### config.mk
export PLATFORM = sky130hd
export DESIGN_NAME = vector_l2_normalize_top_flat
export DESIGN_NICKNAME = d
export VERILOG_FILES = /design/src/design/vl2n_pkg.sv /design/src/design/vl2n_if.sv /design/src/design/vl2n_datapath.sv /design/src/design/vl2n_ctrl.sv /design/src/design/vector_l2_normalize_top.sv /design/src/flat_wrapper.sv
export SDC_FILE = /design/constraint.sdc
export NUM_CORES = 2
export LEC_CHECK = 0
export BUFFER_PORTS_ARGS = -buffer_cell sky130_fd_sc_hd__buf_4
export CORE_MARGIN = 2
export CORE_UTILIZATION = 68
export CTS_CLUSTER_DIAMETER = 80
export DETAILED_ROUTE_END_ITERATION = 7
export GPL_ROUTABILITY_DRIVEN = 1
export PLACE_DENSITY = 0.95
export SYNTH_ARGS = -nofsm -noshare
export SYNTH_HDL_FRONTEND = slang
export SYNTH_SLANG_ARGS = --single-unit
### constraint.sdc
create_clock -name clk -period 21.1 [get_ports clk]
set_clock_uncertainty 0.15 [all_clocks]
set_input_delay 4.22 -clock clk [delete_from_list [all_inputs] [get_ports clk]]
set_output_delay 4.22 -clock clk [all_outputs]
set_load 0.05 [all_outputs]
### src/design/vl2n_pkg.sv
package vl2n_pkg;

  // Default sizing of the element buffer and the element word.
  localparam int MAX_DIM_DEF    = 64;
  localparam int VALUE_BITS_DEF = 16;

  // Fixed field widths.
  localparam int SUM_W      = 37;
  localparam int OUT_W      = 16;
  localparam int IDX_OUT_W  = 6;
  localparam int STATUS_W   = 2;

  // Quotient of a^2 * 2^32 / sum, saturated to 32 bits, and its square root.
  localparam int QUO_W  = 2 * OUT_W;
  localparam int ROOT_W = OUT_W;
  localparam int STEP_W = $clog2(QUO_W);

  // Result status codes.
  localparam logic [STATUS_W-1:0] ST_OK        = 2'd0;
  localparam logic [STATUS_W-1:0] ST_NONFINITE = 2'd1;
  localparam logic [STATUS_W-1:0] ST_SMALL     = 2'd2;
  localparam logic [STATUS_W-1:0] ST_LONG      = 2'd3;

  // Configuration port layout: 64-bit registers at 8-byte slots.
  localparam int CFG_DATA_W   = 64;
  localparam int CFG_ADDR_W   = 4;
  localparam int CFG_SLOT_LSB = 3;
  localparam logic [CFG_ADDR_W-CFG_SLOT_LSB-1:0] REG_MIN_NORM_SQ = '0;
  localparam logic [SUM_W-1:0] MIN_NORM_RESET = 37'd1;

  // Commands from the sequencer to the datapath.
  typedef struct packed {
    logic load;       // capture an accepted element beat
    logic accum;      // add the captured square into the sum
    logic clear;      // drop the vector state
    logic rd;         // read the buffer at the output index
    logic square;     // square the magnitude of the read element
    logic div_init;   // start the division and the root
    logic div_step;   // one restoring division step
    logic sqrt_step;  // one square root digit
    logic res_load;   // load the output register with an element result
    logic err_load;   // load the output register with the error result
    logic idx_inc;    // advance the output index
  } vl2n_cmd_t;

  // Status from the datapath to the sequencer.
  typedef struct packed {
    logic last;       // the captured beat closed the vector
    logic has_err;    // the vector ends in an error result
    logic last_elem;  // the output index points at the final element
  } vl2n_stat_t;

endpackage

### src/design/vl2n_if.sv
// Element input channel.
interface vl2n_in_if #(
  parameter int VALUE_BITS = vl2n_pkg::VALUE_BITS_DEF
);
  logic                         valid;
  logic                         ready;
  logic signed [VALUE_BITS-1:0] elem_value;
  logic                         not_finite;
  logic                         is_last;

  modport source(output valid, elem_value, not_finite, is_last, input ready);
  modport sink(input valid, elem_value, not_finite, is_last, output ready);
endinterface

// Result output channel.
interface vl2n_out_if;
  logic                                   valid;
  logic                                   ready;
  logic signed [vl2n_pkg::OUT_W-1:0]      norm_value;
  logic        [vl2n_pkg::IDX_OUT_W-1:0]  elem_index;
  logic        [vl2n_pkg::STATUS_W-1:0]   status;
  logic                                   last_out;

  modport source(output valid, norm_value, elem_index, status, last_out, input ready);
  modport sink(input valid, norm_value, elem_index, status, last_out, output ready);
endinterface

### src/design/vl2n_datapath.sv
module vl2n_datapath #(
  parameter int MAX_DIM    = vl2n_pkg::MAX_DIM_DEF,
  parameter int VALUE_BITS = vl2n_pkg::VALUE_BITS_DEF
) (
  input  logic                                 clk,
  input  logic                                 rst_n,
  input  vl2n_pkg::vl2n_cmd_t                  cmd,
  output vl2n_pkg::vl2n_stat_t                 stat,
  input  logic [VALUE_BITS-1:0]                in_value,
  input  logic                                 in_nf,
  input  logic                                 in_last,
  input  logic [vl2n_pkg::SUM_W-1:0]           min_norm_sq,
  output logic signed [vl2n_pkg::OUT_W-1:0]    norm_value,
  output logic [vl2n_pkg::IDX_OUT_W-1:0]       elem_index,
  output logic [vl2n_pkg::STATUS_W-1:0]        status,
  output logic                                 last_out
);

  localparam int SUM_W  = vl2n_pkg::SUM_W;
  localparam int OUT_W  = vl2n_pkg::OUT_W;
  localparam int QUO_W  = vl2n_pkg::QUO_W;
  localparam int ROOT_W = vl2n_pkg::ROOT_W;
  localparam int CNT_W  = $clog2(MAX_DIM + 1);
  localparam int IDX_W  = (MAX_DIM > 1) ? $clog2(MAX_DIM) : 1;
  localparam int SQ_W   = 2 * VALUE_BITS;
  localparam int ACC_W  = ((SQ_W > SUM_W) ? SQ_W : SUM_W) + 1;
  localparam int SREM_W = ROOT_W + 2;
  localparam int RND_W  = ROOT_W + 1;
  localparam logic [SUM_W-1:0] SUM_MAX = '1;
  localparam logic [OUT_W-1:0] POS_MAX = OUT_W'(2 ** (OUT_W - 1) - 1);

  // Vector state.
  logic [CNT_W-1:0]               cnt_r;
  logic [SUM_W-1:0]               sum_r;
  logic [vl2n_pkg::STATUS_W-1:0]  err_r;
  logic [IDX_W-1:0]               idx_r;
  logic                           last_r;
  logic [SQ_W-1:0]                sq_r;

  // Element buffer.
  logic [VALUE_BITS-1:0] buf_mem [MAX_DIM];
  logic [VALUE_BITS-1:0] rd_data_r;

  // Per-element arithmetic.
  logic                   neg_r;
  logic [SQ_W-1:0]        a2_r;
  logic                   sat_r;
  logic [SUM_W-1:0]       rem_r;
  logic [QUO_W-1:0]       q_r;
  logic [ROOT_W-1:0]      root_r;
  logic [SREM_W-1:0]      srem_r;

  // Output register.
  logic [OUT_W-1:0]                 norm_r;
  logic [vl2n_pkg::IDX_OUT_W-1:0]   idx_out_r;
  logic [vl2n_pkg::STATUS_W-1:0]    status_r;
  logic                             last_out_r;

  logic                           full;
  logic [VALUE_BITS-1:0]          in_mag;
  logic [SQ_W-1:0]                in_sq;
  logic [vl2n_pkg::STATUS_W-1:0]  err_nxt;
  logic [ACC_W-1:0]               acc;
  logic [SUM_W-1:0]               sum_nxt;
  logic [vl2n_pkg::STATUS_W-1:0]  final_code;
  logic [VALUE_BITS-1:0]          rd_mag;
  logic [SUM_W:0]                 rem2;
  logic                           div_ge;
  logic [SREM_W+1:0]              srem_sh;
  logic [SREM_W+1:0]              trial;
  logic                           sqrt_ge;
  logic [RND_W-1:0]               rnd;
  logic [OUT_W-1:0]               pos_val;
  logic [OUT_W-1:0]               neg_val;

  assign full = (cnt_r == CNT_W'(MAX_DIM));

  // Magnitude and square of the incoming element.
  assign in_mag = in_value[VALUE_BITS-1] ? (~in_value) + VALUE_BITS'(1) : in_value;
  assign in_sq  = SQ_W'(in_mag) * SQ_W'(in_mag);

  // A non-finite element overrides any error; an overflow beat sets too long once.
  always_comb begin
    err_nxt = err_r;
    if (in_nf) begin
      err_nxt = vl2n_pkg::ST_NONFINITE;
    end else if (full && err_r == vl2n_pkg::ST_OK) begin
      err_nxt = vl2n_pkg::ST_LONG;
    end
  end

  // Saturating sum of squares.
  assign acc     = ACC_W'(sum_r) + ACC_W'(sq_r);
  assign sum_nxt = (acc > ACC_W'(SUM_MAX)) ? SUM_MAX : acc[SUM_W-1:0];

  // Status of the finished vector; a zero sum is too small unless an error is already set.
  always_comb begin
    final_code = err_r;
    if (err_r == vl2n_pkg::ST_OK && (sum_r == '0 || sum_r < min_norm_sq)) begin
      final_code = vl2n_pkg::ST_SMALL;
    end
  end

  assign stat.last      = last_r;
  assign stat.has_err   = (final_code != vl2n_pkg::ST_OK);
  assign stat.last_elem = ((CNT_W'(idx_r) + CNT_W'(1)) == cnt_r);

  // Vector control state.
  always_ff @(posedge clk) begin
    if (!rst_n) begin
      cnt_r  <= '0;
      sum_r  <= '0;
      err_r  <= vl2n_pkg::ST_OK;
      idx_r  <= '0;
      last_r <= 1'b0;
    end else if (cmd.clear) begin
      cnt_r  <= '0;
      sum_r  <= '0;
      err_r  <= vl2n_pkg::ST_OK;
      idx_r  <= '0;
      last_r <= 1'b0;
    end else begin
      if (cmd.load) begin
        if (!full) begin
          cnt_r <= cnt_r + CNT_W'(1);
        end
        err_r  <= err_nxt;
        last_r <= in_last;
      end
      if (cmd.accum) begin
        sum_r <= sum_nxt;
      end
      if (cmd.idx_inc) begin
        idx_r <= idx_r + IDX_W'(1);
      end
    end
  end

  // Square held for the accumulate cycle; dropped and non-finite beats add nothing.
  always_ff @(posedge clk) begin
    if (cmd.load) begin
      sq_r <= (in_nf || full) ? '0 : in_sq;
    end
  end

  // Buffer write on capture, registered read during output.
  always_ff @(posedge clk) begin
    if (cmd.load && !full) begin
      buf_mem[cnt_r[IDX_W-1:0]] <= in_value;
    end
    if (cmd.rd) begin
      rd_data_r <= buf_mem[idx_r];
    end
  end

  assign rd_mag = rd_data_r[VALUE_BITS-1] ? (~rd_data_r) + VALUE_BITS'(1) : rd_data_r;

  // Restoring division step on a^2 * 2^32 / sum.
  assign rem2   = {rem_r, 1'b0};
  assign div_ge = (rem2 >= {1'b0, sum_r});

  // Square root digit, two radicand bits per step.
  assign srem_sh = {srem_r, q_r[QUO_W-1 -: 2]};
  assign trial   = {2'b00, root_r, 2'b01};
  assign sqrt_ge = (srem_sh >= trial);

  // Element result: (root + 1) / 2, saturated for positive values.
  assign rnd     = (RND_W'(root_r) + RND_W'(1)) >> 1;
  assign pos_val = (rnd > RND_W'(POS_MAX)) ? POS_MAX : rnd[OUT_W-1:0];
  assign neg_val = OUT_W'(~rnd + RND_W'(1));

  // Per-element arithmetic registers.
  always_ff @(posedge clk) begin
    if (cmd.square) begin
      neg_r <= rd_data_r[VALUE_BITS-1];
      a2_r  <= SQ_W'(rd_mag) * SQ_W'(rd_mag);
    end
    if (cmd.div_init) begin
      // A quotient of 2^32 or more means a^2 >= sum; the root then saturates.
      sat_r  <= (ACC_W'(a2_r) >= ACC_W'(sum_r));
      rem_r  <= SUM_W'(a2_r);
      root_r <= '0;
      srem_r <= '0;
    end
    if (cmd.div_step) begin
      rem_r <= div_ge ? SUM_W'(rem2 - {1'b0, sum_r}) : rem2[SUM_W-1:0];
      q_r   <= {q_r[QUO_W-2:0], sat_r | div_ge};
    end
    if (cmd.sqrt_step) begin
      srem_r <= sqrt_ge ? SREM_W'(srem_sh - trial) : SREM_W'(srem_sh);
      root_r <= {root_r[ROOT_W-2:0], sqrt_ge};
      q_r    <= q_r << 2;
    end
  end

  // Output register.
  always_ff @(posedge clk) begin
    if (cmd.res_load) begin
      norm_r     <= neg_r ? neg_val : pos_val;
      idx_out_r  <= vl2n_pkg::IDX_OUT_W'(idx_r);
      status_r   <= vl2n_pkg::ST_OK;
      last_out_r <= stat.last_elem;
    end else if (cmd.err_load) begin
      norm_r     <= '0;
      idx_out_r  <= '0;
      status_r   <= final_code;
      last_out_r <= 1'b1;
    end
  end

  assign norm_value = norm_r;
  assign elem_index = idx_out_r;
  assign status     = status_r;
  assign last_out   = last_out_r;

endmodule

### src/design/vl2n_ctrl.sv
module vl2n_ctrl (
  input  logic                  clk,
  input  logic                  rst_n,
  input  logic                  in_valid,
  output logic                  in_ready,
  output logic                  out_valid,
  input  logic                  out_ready,
  input  vl2n_pkg::vl2n_stat_t  stat,
  output vl2n_pkg::vl2n_cmd_t   cmd
);

  localparam int STEP_W = vl2n_pkg::STEP_W;

  localparam logic [3:0] S_LOAD  = 4'd0;
  localparam logic [3:0] S_ACC   = 4'd1;
  localparam logic [3:0] S_JUDGE = 4'd2;
  localparam logic [3:0] S_RD    = 4'd3;
  localparam logic [3:0] S_SQ    = 4'd4;
  localparam logic [3:0] S_DINIT = 4'd5;
  localparam logic [3:0] S_DIV   = 4'd6;
  localparam logic [3:0] S_ROOT  = 4'd7;
  localparam logic [3:0] S_FMT   = 4'd8;
  localparam logic [3:0] S_OUT   = 4'd9;

  logic [3:0]        state_r;
  logic [3:0]        state_nxt;
  logic [STEP_W-1:0] step_r;
  logic [STEP_W-1:0] step_nxt;

  assign in_ready  = (state_r == S_LOAD);
  assign out_valid = (state_r == S_OUT);

  // Sequencer: capture and accumulate each beat, then give the error result or divide and root each element.
  always_comb begin
    state_nxt = state_r;
    step_nxt  = step_r;
    cmd       = '0;
    unique case (state_r)
      S_LOAD: begin
        if (in_valid) begin
          cmd.load  = 1'b1;
          state_nxt = S_ACC;
        end
      end
      S_ACC: begin
        cmd.accum = 1'b1;
        state_nxt = stat.last ? S_JUDGE : S_LOAD;
      end
      S_JUDGE: begin
        if (stat.has_err) begin
          cmd.err_load = 1'b1;
          state_nxt    = S_OUT;
        end else begin
          state_nxt = S_RD;
        end
      end
      S_RD: begin
        cmd.rd    = 1'b1;
        state_nxt = S_SQ;
      end
      S_SQ: begin
        cmd.square = 1'b1;
        state_nxt  = S_DINIT;
      end
      S_DINIT: begin
        cmd.div_init = 1'b1;
        step_nxt     = '0;
        state_nxt    = S_DIV;
      end
      S_DIV: begin
        cmd.div_step = 1'b1;
        if (step_r == STEP_W'(vl2n_pkg::QUO_W - 1)) begin
          step_nxt  = '0;
          state_nxt = S_ROOT;
        end else begin
          step_nxt = step_r + STEP_W'(1);
        end
      end
      S_ROOT: begin
        cmd.sqrt_step = 1'b1;
        if (step_r == STEP_W'(vl2n_pkg::ROOT_W - 1)) begin
          step_nxt  = '0;
          state_nxt = S_FMT;
        end else begin
          step_nxt = step_r + STEP_W'(1);
        end
      end
      S_FMT: begin
        cmd.res_load = 1'b1;
        state_nxt    = S_OUT;
      end
      S_OUT: begin
        if (out_ready) begin
          if (stat.has_err || stat.last_elem) begin
            cmd.clear = 1'b1;
            state_nxt = S_LOAD;
          end else begin
            cmd.idx_inc = 1'b1;
            state_nxt   = S_RD;
          end
        end
      end
      default: begin
        state_nxt = S_LOAD;
      end
    endcase
  end

  always_ff @(posedge clk) begin
    if (!rst_n) begin
      state_r <= S_LOAD;
      step_r  <= '0;
    end else begin
      state_r <= state_nxt;
      step_r  <= step_nxt;
    end
  end

endmodule

### src/design/vector_l2_normalize_top.sv
// Channel  Direction  Handshake       Beat contents
// in_ch    in         valid / ready   elem_value, not_finite, is_last
// out_ch   out        valid / ready   norm_value, elem_index, status, last_out
// APB      in         psel / penable  min_norm_sq, 64-bit register at byte 0
//
// Each input beat is captured and squared, then accumulated into the sum; no new beat is
// taken before that. An error result follows the last accumulate. Each normalized
// element starts from its buffer read: a 32-step restoring division of a^2 * 2^32
// by the sum, then a 16-step square root, one step per cycle in the shared datapath.
// in_ch.ready stays low from the last beat until the final result beat is taken; a
// stalled out_ch holds the sequencer. Synchronous reset clears the vector state and
// sets min_norm_sq to 1; the element buffer is not cleared.
module vector_l2_normalize_top #(
  parameter int MAX_DIM    = vl2n_pkg::MAX_DIM_DEF,
  parameter int VALUE_BITS = vl2n_pkg::VALUE_BITS_DEF
) (
  input  logic                                clk,
  input  logic                                rst_n,
  vl2n_in_if.sink                             in_ch,
  vl2n_out_if.source                          out_ch,
  input  logic                                psel,
  input  logic                                penable,
  input  logic                                pwrite,
  input  logic [vl2n_pkg::CFG_ADDR_W-1:0]     paddr,
  input  logic [vl2n_pkg::CFG_DATA_W-1:0]     pwdata,
  output logic [vl2n_pkg::CFG_DATA_W-1:0]     prdata,
  output logic                                pready
);

  localparam int SUM_W = vl2n_pkg::SUM_W;

  vl2n_pkg::vl2n_cmd_t   cmd;
  vl2n_pkg::vl2n_stat_t  stat;
  logic [SUM_W-1:0]      min_norm_r;
  logic [vl2n_pkg::CFG_ADDR_W-vl2n_pkg::CFG_SLOT_LSB-1:0] slot;
  logic                  cfg_wr;

  // Register slot decode.
  assign slot   = paddr[vl2n_pkg::CFG_ADDR_W-1:vl2n_pkg::CFG_SLOT_LSB];
  assign pready = 1'b1;
  assign cfg_wr = psel && penable && pwrite && pready;

  always_ff @(posedge clk) begin
    if (!rst_n) begin
      min_norm_r <= vl2n_pkg::MIN_NORM_RESET;
    end else if (cfg_wr && slot == vl2n_pkg::REG_MIN_NORM_SQ) begin
      min_norm_r <= pwdata[SUM_W-1:0];
    end
  end

  assign prdata = (slot == vl2n_pkg::REG_MIN_NORM_SQ) ?
                  vl2n_pkg::CFG_DATA_W'(min_norm_r) : '0;

  vl2n_ctrl u_ctrl (
    .clk       (clk),
    .rst_n     (rst_n),
    .in_valid  (in_ch.valid),
    .in_ready  (in_ch.ready),
    .out_valid (out_ch.valid),
    .out_ready (out_ch.ready),
    .stat      (stat),
    .cmd       (cmd)
  );

  vl2n_datapath #(
    .MAX_DIM    (MAX_DIM),
    .VALUE_BITS (VALUE_BITS)
  ) u_datapath (
    .clk         (clk),
    .rst_n       (rst_n),
    .cmd         (cmd),
    .stat        (stat),
    .in_value    (in_ch.elem_value),
    .in_nf       (in_ch.not_finite),
    .in_last     (in_ch.is_last),
    .min_norm_sq (min_norm_r),
    .norm_value  (out_ch.norm_value),
    .elem_index  (out_ch.elem_index),
    .status      (out_ch.status),
    .last_out    (out_ch.last_out)
  );

endmodule

### src/flat_wrapper.sv
// flat-port wrapper written by rule: the top's interface ports become plain ports
module vector_l2_normalize_top_flat 
#(
  parameter int MAX_DIM    = vl2n_pkg::MAX_DIM_DEF,
  parameter int VALUE_BITS = vl2n_pkg::VALUE_BITS_DEF
)
  (clk, rst_n, psel, penable, pwrite, paddr, pwdata, prdata, pready, in_ch_valid, in_ch_elem_value, in_ch_not_finite, in_ch_is_last, in_ch_ready, out_ch_valid, out_ch_norm_value, out_ch_elem_index, out_ch_status, out_ch_last_out, out_ch_ready);
  vl2n_in_if #(.VALUE_BITS(VALUE_BITS)) in_ch_i ();
  vl2n_out_if out_ch_i ();
  input  logic clk;
  input  logic rst_n;
  input  logic psel;
  input  logic penable;
  input  logic pwrite;
  input  logic [vl2n_pkg::CFG_ADDR_W-1:0] paddr;
  input  logic [vl2n_pkg::CFG_DATA_W-1:0] pwdata;
  output logic [vl2n_pkg::CFG_DATA_W-1:0] prdata;
  output logic pready;
  input wire logic [$bits(in_ch_i.valid)-1:0] in_ch_valid;
  input wire logic [$bits(in_ch_i.elem_value)-1:0] in_ch_elem_value;
  input wire logic [$bits(in_ch_i.not_finite)-1:0] in_ch_not_finite;
  input wire logic [$bits(in_ch_i.is_last)-1:0] in_ch_is_last;
  output wire logic [$bits(in_ch_i.ready)-1:0] in_ch_ready;
  output wire logic [$bits(out_ch_i.valid)-1:0] out_ch_valid;
  output wire logic [$bits(out_ch_i.norm_value)-1:0] out_ch_norm_value;
  output wire logic [$bits(out_ch_i.elem_index)-1:0] out_ch_elem_index;
  output wire logic [$bits(out_ch_i.status)-1:0] out_ch_status;
  output wire logic [$bits(out_ch_i.last_out)-1:0] out_ch_last_out;
  input wire logic [$bits(out_ch_i.ready)-1:0] out_ch_ready;
  assign in_ch_i.valid = in_ch_valid;
  assign in_ch_i.elem_value = in_ch_elem_value;
  assign in_ch_i.not_finite = in_ch_not_finite;
  assign in_ch_i.is_last = in_ch_is_last;
  assign in_ch_ready = in_ch_i.ready;
  assign out_ch_valid = out_ch_i.valid;
  assign out_ch_norm_value = out_ch_i.norm_value;
  assign out_ch_elem_index = out_ch_i.elem_index;
  assign out_ch_status = out_ch_i.status;
  assign out_ch_last_out = out_ch_i.last_out;
  assign out_ch_i.ready = out_ch_ready;
  vector_l2_normalize_top #(.MAX_DIM(MAX_DIM), .VALUE_BITS(VALUE_BITS)) u_core (.clk(clk), .rst_n(rst_n), .in_ch(in_ch_i), .out_ch(out_ch_i), .psel(psel), .penable(penable), .pwrite(pwrite), .paddr(paddr), .pwdata(pwdata), .prdata(prdata), .pready(pready));
endmodule
======== Word-level counts from Yosys, hierarchy flattened ========
Memories as Yosys holds them, arrays and structs flattened. A register that Yosys moved wholly into a read port is not among the register bits.
Index checks and enable logic that the tools add are counted.
storage, ports and cells
  register bits ........................... 293
  bits in writable memories ............... 1024
  input bits .............................. 93
  output and inout port bits .............. 92
  word-level logic and storage cells ...... 144
  memories ................................ 1
cells by class
  add/sub/neg operators ................... 11
  multiply operators ...................... 2
  $lt $le $gt $ge ......................... 6
  eq/ne operators ......................... 17
  muxes and demuxes ....................... 55
  bitwise gates (word level) .............. 7
  reduce and logical (&&, ||, !) cells .... 24
memories
  memory                     words  bits a word  rd ports  clocked after Yosys merged registers in  write ports  line                 RTL
  u_core.u_datapath.buf_mem  64     16           1         1                                        1            vl2n_datapath.sv:41  logic [VALUE_BITS-1:0] buf_mem [MAX_DIM];
operators with widths
  cell                     number
  $mux W37                 5
  $mux W16                 8
  $mul A16 B16 Y32         2
  $mux W32                 2
  $mux W18                 3
  $add A16 B1 Y16 const B  3
  $not A16 Y16             3
  $pmux W4 S10             1
  $add A37 B32 Y38         1
  $ge A38 B37 Y1           1
  $gt A38 B37 Y1 const B   1
  $ge A32 B37 Y1           1
  $logic_not A37 Y1        1
  $lt A37 B37 Y1           1
  $sub A37 B37 Y37         1
  $mux W1                  21
  $ge A20 B18 Y1           1
  $mux W4                  5
  $sub A18 B18 Y18         1
  $add A16 B1 Y17 const B  1
  $eq A4 B3 Y1 const B     4
  $gt A16 B15 Y1 const B   1
  $pmux W5 S3              1
  $mux W6                  2
  27 further kinds         51

======== Depth between registers and ports, before layout ========
  depth after elaboration ................. 10
  gate-level depth with buffers ........... 32
  mapped depth without buffers ............ 31

======== Cells and area by module ========
Synthesis repeated with hierarchy kept, for this count alone.
second synthesis, totals
  cells, all modules ...................... 5251
  area total of the unflattened synthesis .. 72848.6 sq um
by module, submodules not included
  module                   times used  cells an instance  area each (sq um)  seq. area each (sq um)
  vl2n_datapath            1           4924               70137.3            38016.5
  vector_l2_normalize_top  1           232                1975.6             740.7
  vl2n_ctrl                1           95                 735.7              180.2

======== Worst setup path after synthesis ========
No wires, ideal clock.
  path kind ............................... input-to-reg
  start ................................... in in_ch_elem_value[4]
  end ..................................... reg u_core.u_datapath.sq_r[31] (data pin)
  setup time .............................. 0.266 ns
  arrival ................................. 11.213 ns
  data required time ...................... 20.684 ns
  path slack .............................. 9.471 ns
  stages .................................. 30
  buffers on the path ..................... 1
  cells stage by stage .................... or3_1 > or2_1 > or4_1 > o31ai_1 > xnor2_1 > inv_1 > buf_2 > nor2_1 > inv_1 > fa_1 > inv_1 > fa_1 > inv_1 > fa_1 > inv_1 > fa_1 > fa_1 > inv_1 > fa_1 > inv_1 > ha_1 > a21o_1 > a21o_1 > a21oi_1 > or3b_2 > nand3_1 > o21a_1 > a41o_1 > xnor2_1 > nor2_1
on the way
  cells in the longest elaborated chain, start to end .. 4
RTL lines
  what                  line                  RTL
  start, declared       flat_wrapper.sv:20    input wire logic [$bits(in_ch_i.elem_value)-1:0] in_ch_elem_value;
  $not A16 Y16          vl2n_datapath.sv:79   assign in_mag = in_value[VALUE_BITS-1] ? (~in_value) + VALUE_BITS'(1) : in_value;
  $add A16 B1 Y16       vl2n_datapath.sv:79
  $mux W16 (*)          vl2n_datapath.sv:79
  $mul A16 B16 Y32 (*)  vl2n_datapath.sv:80   assign in_sq = SQ_W'(in_mag) * SQ_W'(in_mag);
  end signal, assigned  vl2n_datapath.sv:142  sq_r <= (in_nf || full) ? '0 : in_sq;
  end, declared         vl2n_datapath.sv:38   logic [SQ_W-1:0] sq_r;
Every way passes the cells marked *; elsewhere a longest branch is shown, timed or not.
A chain may end at the register's enable or synchronous reset.

======== Final worst setup path ========
  start ................................... in in_ch_elem_value[0]
  end ..................................... reg u_core.u_datapath.sq_r[30] (data pin)
The elaborated chain is that of the path after synthesis.

==> summary.txt <==
Worst setup path
  – Critical path class: input pin to flop
  – Req. time, crit path: 21.44 ns
  – Worst setup startpoint: in_ch_elem_value[0]
  – CP max FO: 72
  – CP Capture Type: flop
  – CP arrival: 13.88 ns
  – Worst r2r src: u_core.u_datapath.rd_data_r[0]
  – Crit start category: input pin

Outcome
  – Failing checks: DRC
  – Outcome: finished with violations

Worst hold path
  – Min-delay src: u_core.u_datapath.q_r[0]
  – Hold Path Class: flop to flop

Finish
  – Design area: 80100 um^2
  – Syn-to-layout area delta: 9.85%
  – Non-filler instance count after layout: 6933
  – Final Util: 75.0%
  – Layout cell share with drive strength beyond 1: 15.4%
  – Commonest non-fill, non-tap cell in the layout: edfxtp_1
  – Most frequent cells in the layout: 1228 x edfxtp_1, 607 x inv_1, 376 x nor2_1
  – Nets: 6199

Die
  – Die ar.: 110000 um^2
  – Core area: 107000 um^2
  – Starting Density: 68.3%
  – Die Y: 331 um
  – Top-level I/O count: 185
  – Die Wd: 331 um
  – Placement Rows: 120

Drt
  – Via Count: 48500
  – Avg WL per Cell: 31.2 um
  – DRT Wirelength: 216000 um
  – Final ANT Viol Nets: 0
  – Iteration count of the initial detailed-routing pass: 8
  – Vias per std cell: 6.99
  – DRC errors left: 27
  – Initial DRC Count: 6731

Pwr
  – Total Power: 8.87 mW
  – Maximum VDD drop: 0.240 mV
  – Pleak: 30.4 nW
  – Pwr/cell area: 111 nW/um^2

STA
  – Final Max Tran Viols: 0
  – Least-Margin Pin Slew: 1.36 ns
  – Fin. Hold Viols: 0
  – WHS: 0.308 ns
  – Worst Setup Slack, final: 7.56 ns
  – Unrepaired setup endpoints after global routing: false
  – Rel. slew slack: 9.20%
  – Min Tclk post-route: 13.54 ns
  – Fin Setup TNS: 0 ns
  – Period utilization: 64.2%
  – Final setup violation count: 0
  – Fmax: 0.0738 GHz

Yosys
  – EDFF count, synth: 1228
  – Seq cells post-synth: 1331
  – Synthesized cell area: 72900 um^2
  – Seq/Total Area, Yosys: 53.4%
  – Fraction of registers with async set/reset: 0%
  – Most common flop cell mapped by yosys: edfxtp_1
  – Yosys cell types: 95
  – Synthesized area per cell: 14.0 um^2
  – Syn. warnings: 0
  – Gate Count Post-Synth: 5213

Placement
  – GPL Wtd Cong: 0.959
  – I/O Buffers: 126
  – Dpl cell area: 75700 um^2
  – Post-Place Worst Slack: 7.30 ns
  – Detailed Place HPWL: 134000 um
  – Placed insts: 6684

CTS
  – Clock Pin Slew Worst Setup and Hold Paths: 0.06 ns
  – # hold bufs at CTS: 0
  – CTS tree: done
  – H-tree depth: 4
  – Root Buffer: clkbuf_16
  – Latest clock arrival within the worst-skew pair: 0.80 ns
  – # Post-CTS Setup Buffers: 0
  – CTS max path bufs: 3
  – # clock sinks: 1331
  – CTS resizes: 0
  – Total CTS buffers: 132

Global route
  – First-pass GRT wire length: 317000 um
  – Total grt overflow: 0
  – Vias in the first global route: 49400
  – Largest net degree at the start of global routing: 122
  – GRT Util Overall: 39.7%
  – Initial antenna violation count: 25

Flow run
  – Max Cap Viol: 0
state kept, by name, indices dropped and copies added (netlist names), 18 cells and up:
| name | cells |
|---|---|
| u_core.u_datapath.q_r | 32 |
| u_core.u_datapath.a2_r | 31 |
| u_core.u_datapath.buf_mem | 1024 |
| u_core.u_datapath.srem_r | 18 |
| u_core.u_datapath.sq_r | 31 |
| u_core.u_datapath.sum_r | 37 |
| u_core.min_norm_r | 37 |
| u_core.u_datapath.rem_r | 37 |
cells by family (layout without fill, tap and decap cells):
family | count (synthesis) | in the layout | share of synthesized area [%]
other | 2 | 59 | 0.0103
AO/OA/AOI/OAI | 691 | 691 | 6.46
buffers and inverters | 832 | 1092 | 4.55
multiplexers | 386 | 386 | 11.1
flip-flops | 1331 | 1331 | 53.4
adder cells (fa/ha/maj) | 691 | 691 | 15.3
XOR/XNOR | 193 | 193 | 2.38
AND/OR/NAND/NOR | 1087 | 1087 | 6.84
cell type report:
class / instances / area (um^2)
sequential: 1331 / 39000
fill: 5674 / 26700
clock inverter: 81 / 866
multi-input combinational: 3099 / 30900
antenna: 8 / 20.0
timing repair buffer: 230 / 1740
tap: 1403 / 1760
clock buffer: 160 / 3520
inverter: 621 / 2330
power by group:
part | internal (mW) | total (mW) | switching (mW)
clock network | 1.36 | 2.44 | 1.09
logic | 1.39 | 3.38 | 1.99
registers | 3.00 | 3.05 | 0.0449
metal layers:
| layer | part of all wire, % | GRT usage (%) |
|---|---|---|
| met1 | 31 | 44.4 |
| met2 | 48 | 65.7 |
| met3 | 11 | 10.0 |
| met4 | 9.6 | 30.7 |
| met5 | 0.096 | 0 |
worst paths after layout:
kind	to	slack, ns	cells past startpoint
max reg2reg	u_core.u_datapath.a2_r[31]	10.71	30
min	u_core.u_datapath.q_r[1]	0.31	2
max	u_core.u_datapath.sq_r[30]	7.56	28
min reg2reg	u_core.u_datapath.q_r[1]	0.31	2
cell usage after synthesis, types with 50 or more instances:
cell type     n  share of area, %
o21ai_0     134              0.92
a21boi_0     50              0.52
ha_1        361               6.2
a21o_1       87              0.90
inv_1       607               3.1
a21oi_1     149               1.0
dfxtp_1     103               2.8
fa_1        330               9.1
nand3_1      68              0.47
clkbuf_1    126              0.65
xnor2_1     120               1.4
mux4_2      336                10
nand2_1     336               1.7
nor2_1      387               2.0
edfxtp_1   1228                51
xor2_1       69              0.83
nor3_1       53              0.36
critical path, stage by stage:
cell      delay, ns
buf_4          0.62
clkinv_1       0.83
ha_1           0.56
inv_1          0.13
o21a_1         0.16
xor2_1         0.92
inv_1          0.48
nor2_1         0.35
fa_1           0.51
fa_1           0.60
ha_1           0.17
inv_1          0.07
fa_1           0.51
inv_1          0.06
fa_1           0.47
inv_1          0.05
fa_1           0.53
inv_1          0.04
ha_1           0.36
a21o_1         0.18
a21oi_1        0.14
nor2b_1        0.08
a211oi_1       0.59
o31ai_2        0.26
a311o_1        0.43
a211oi_1       0.26
or3_1          0.15
a21oi_1        0.06
Power figures use the tool's default switching activity.
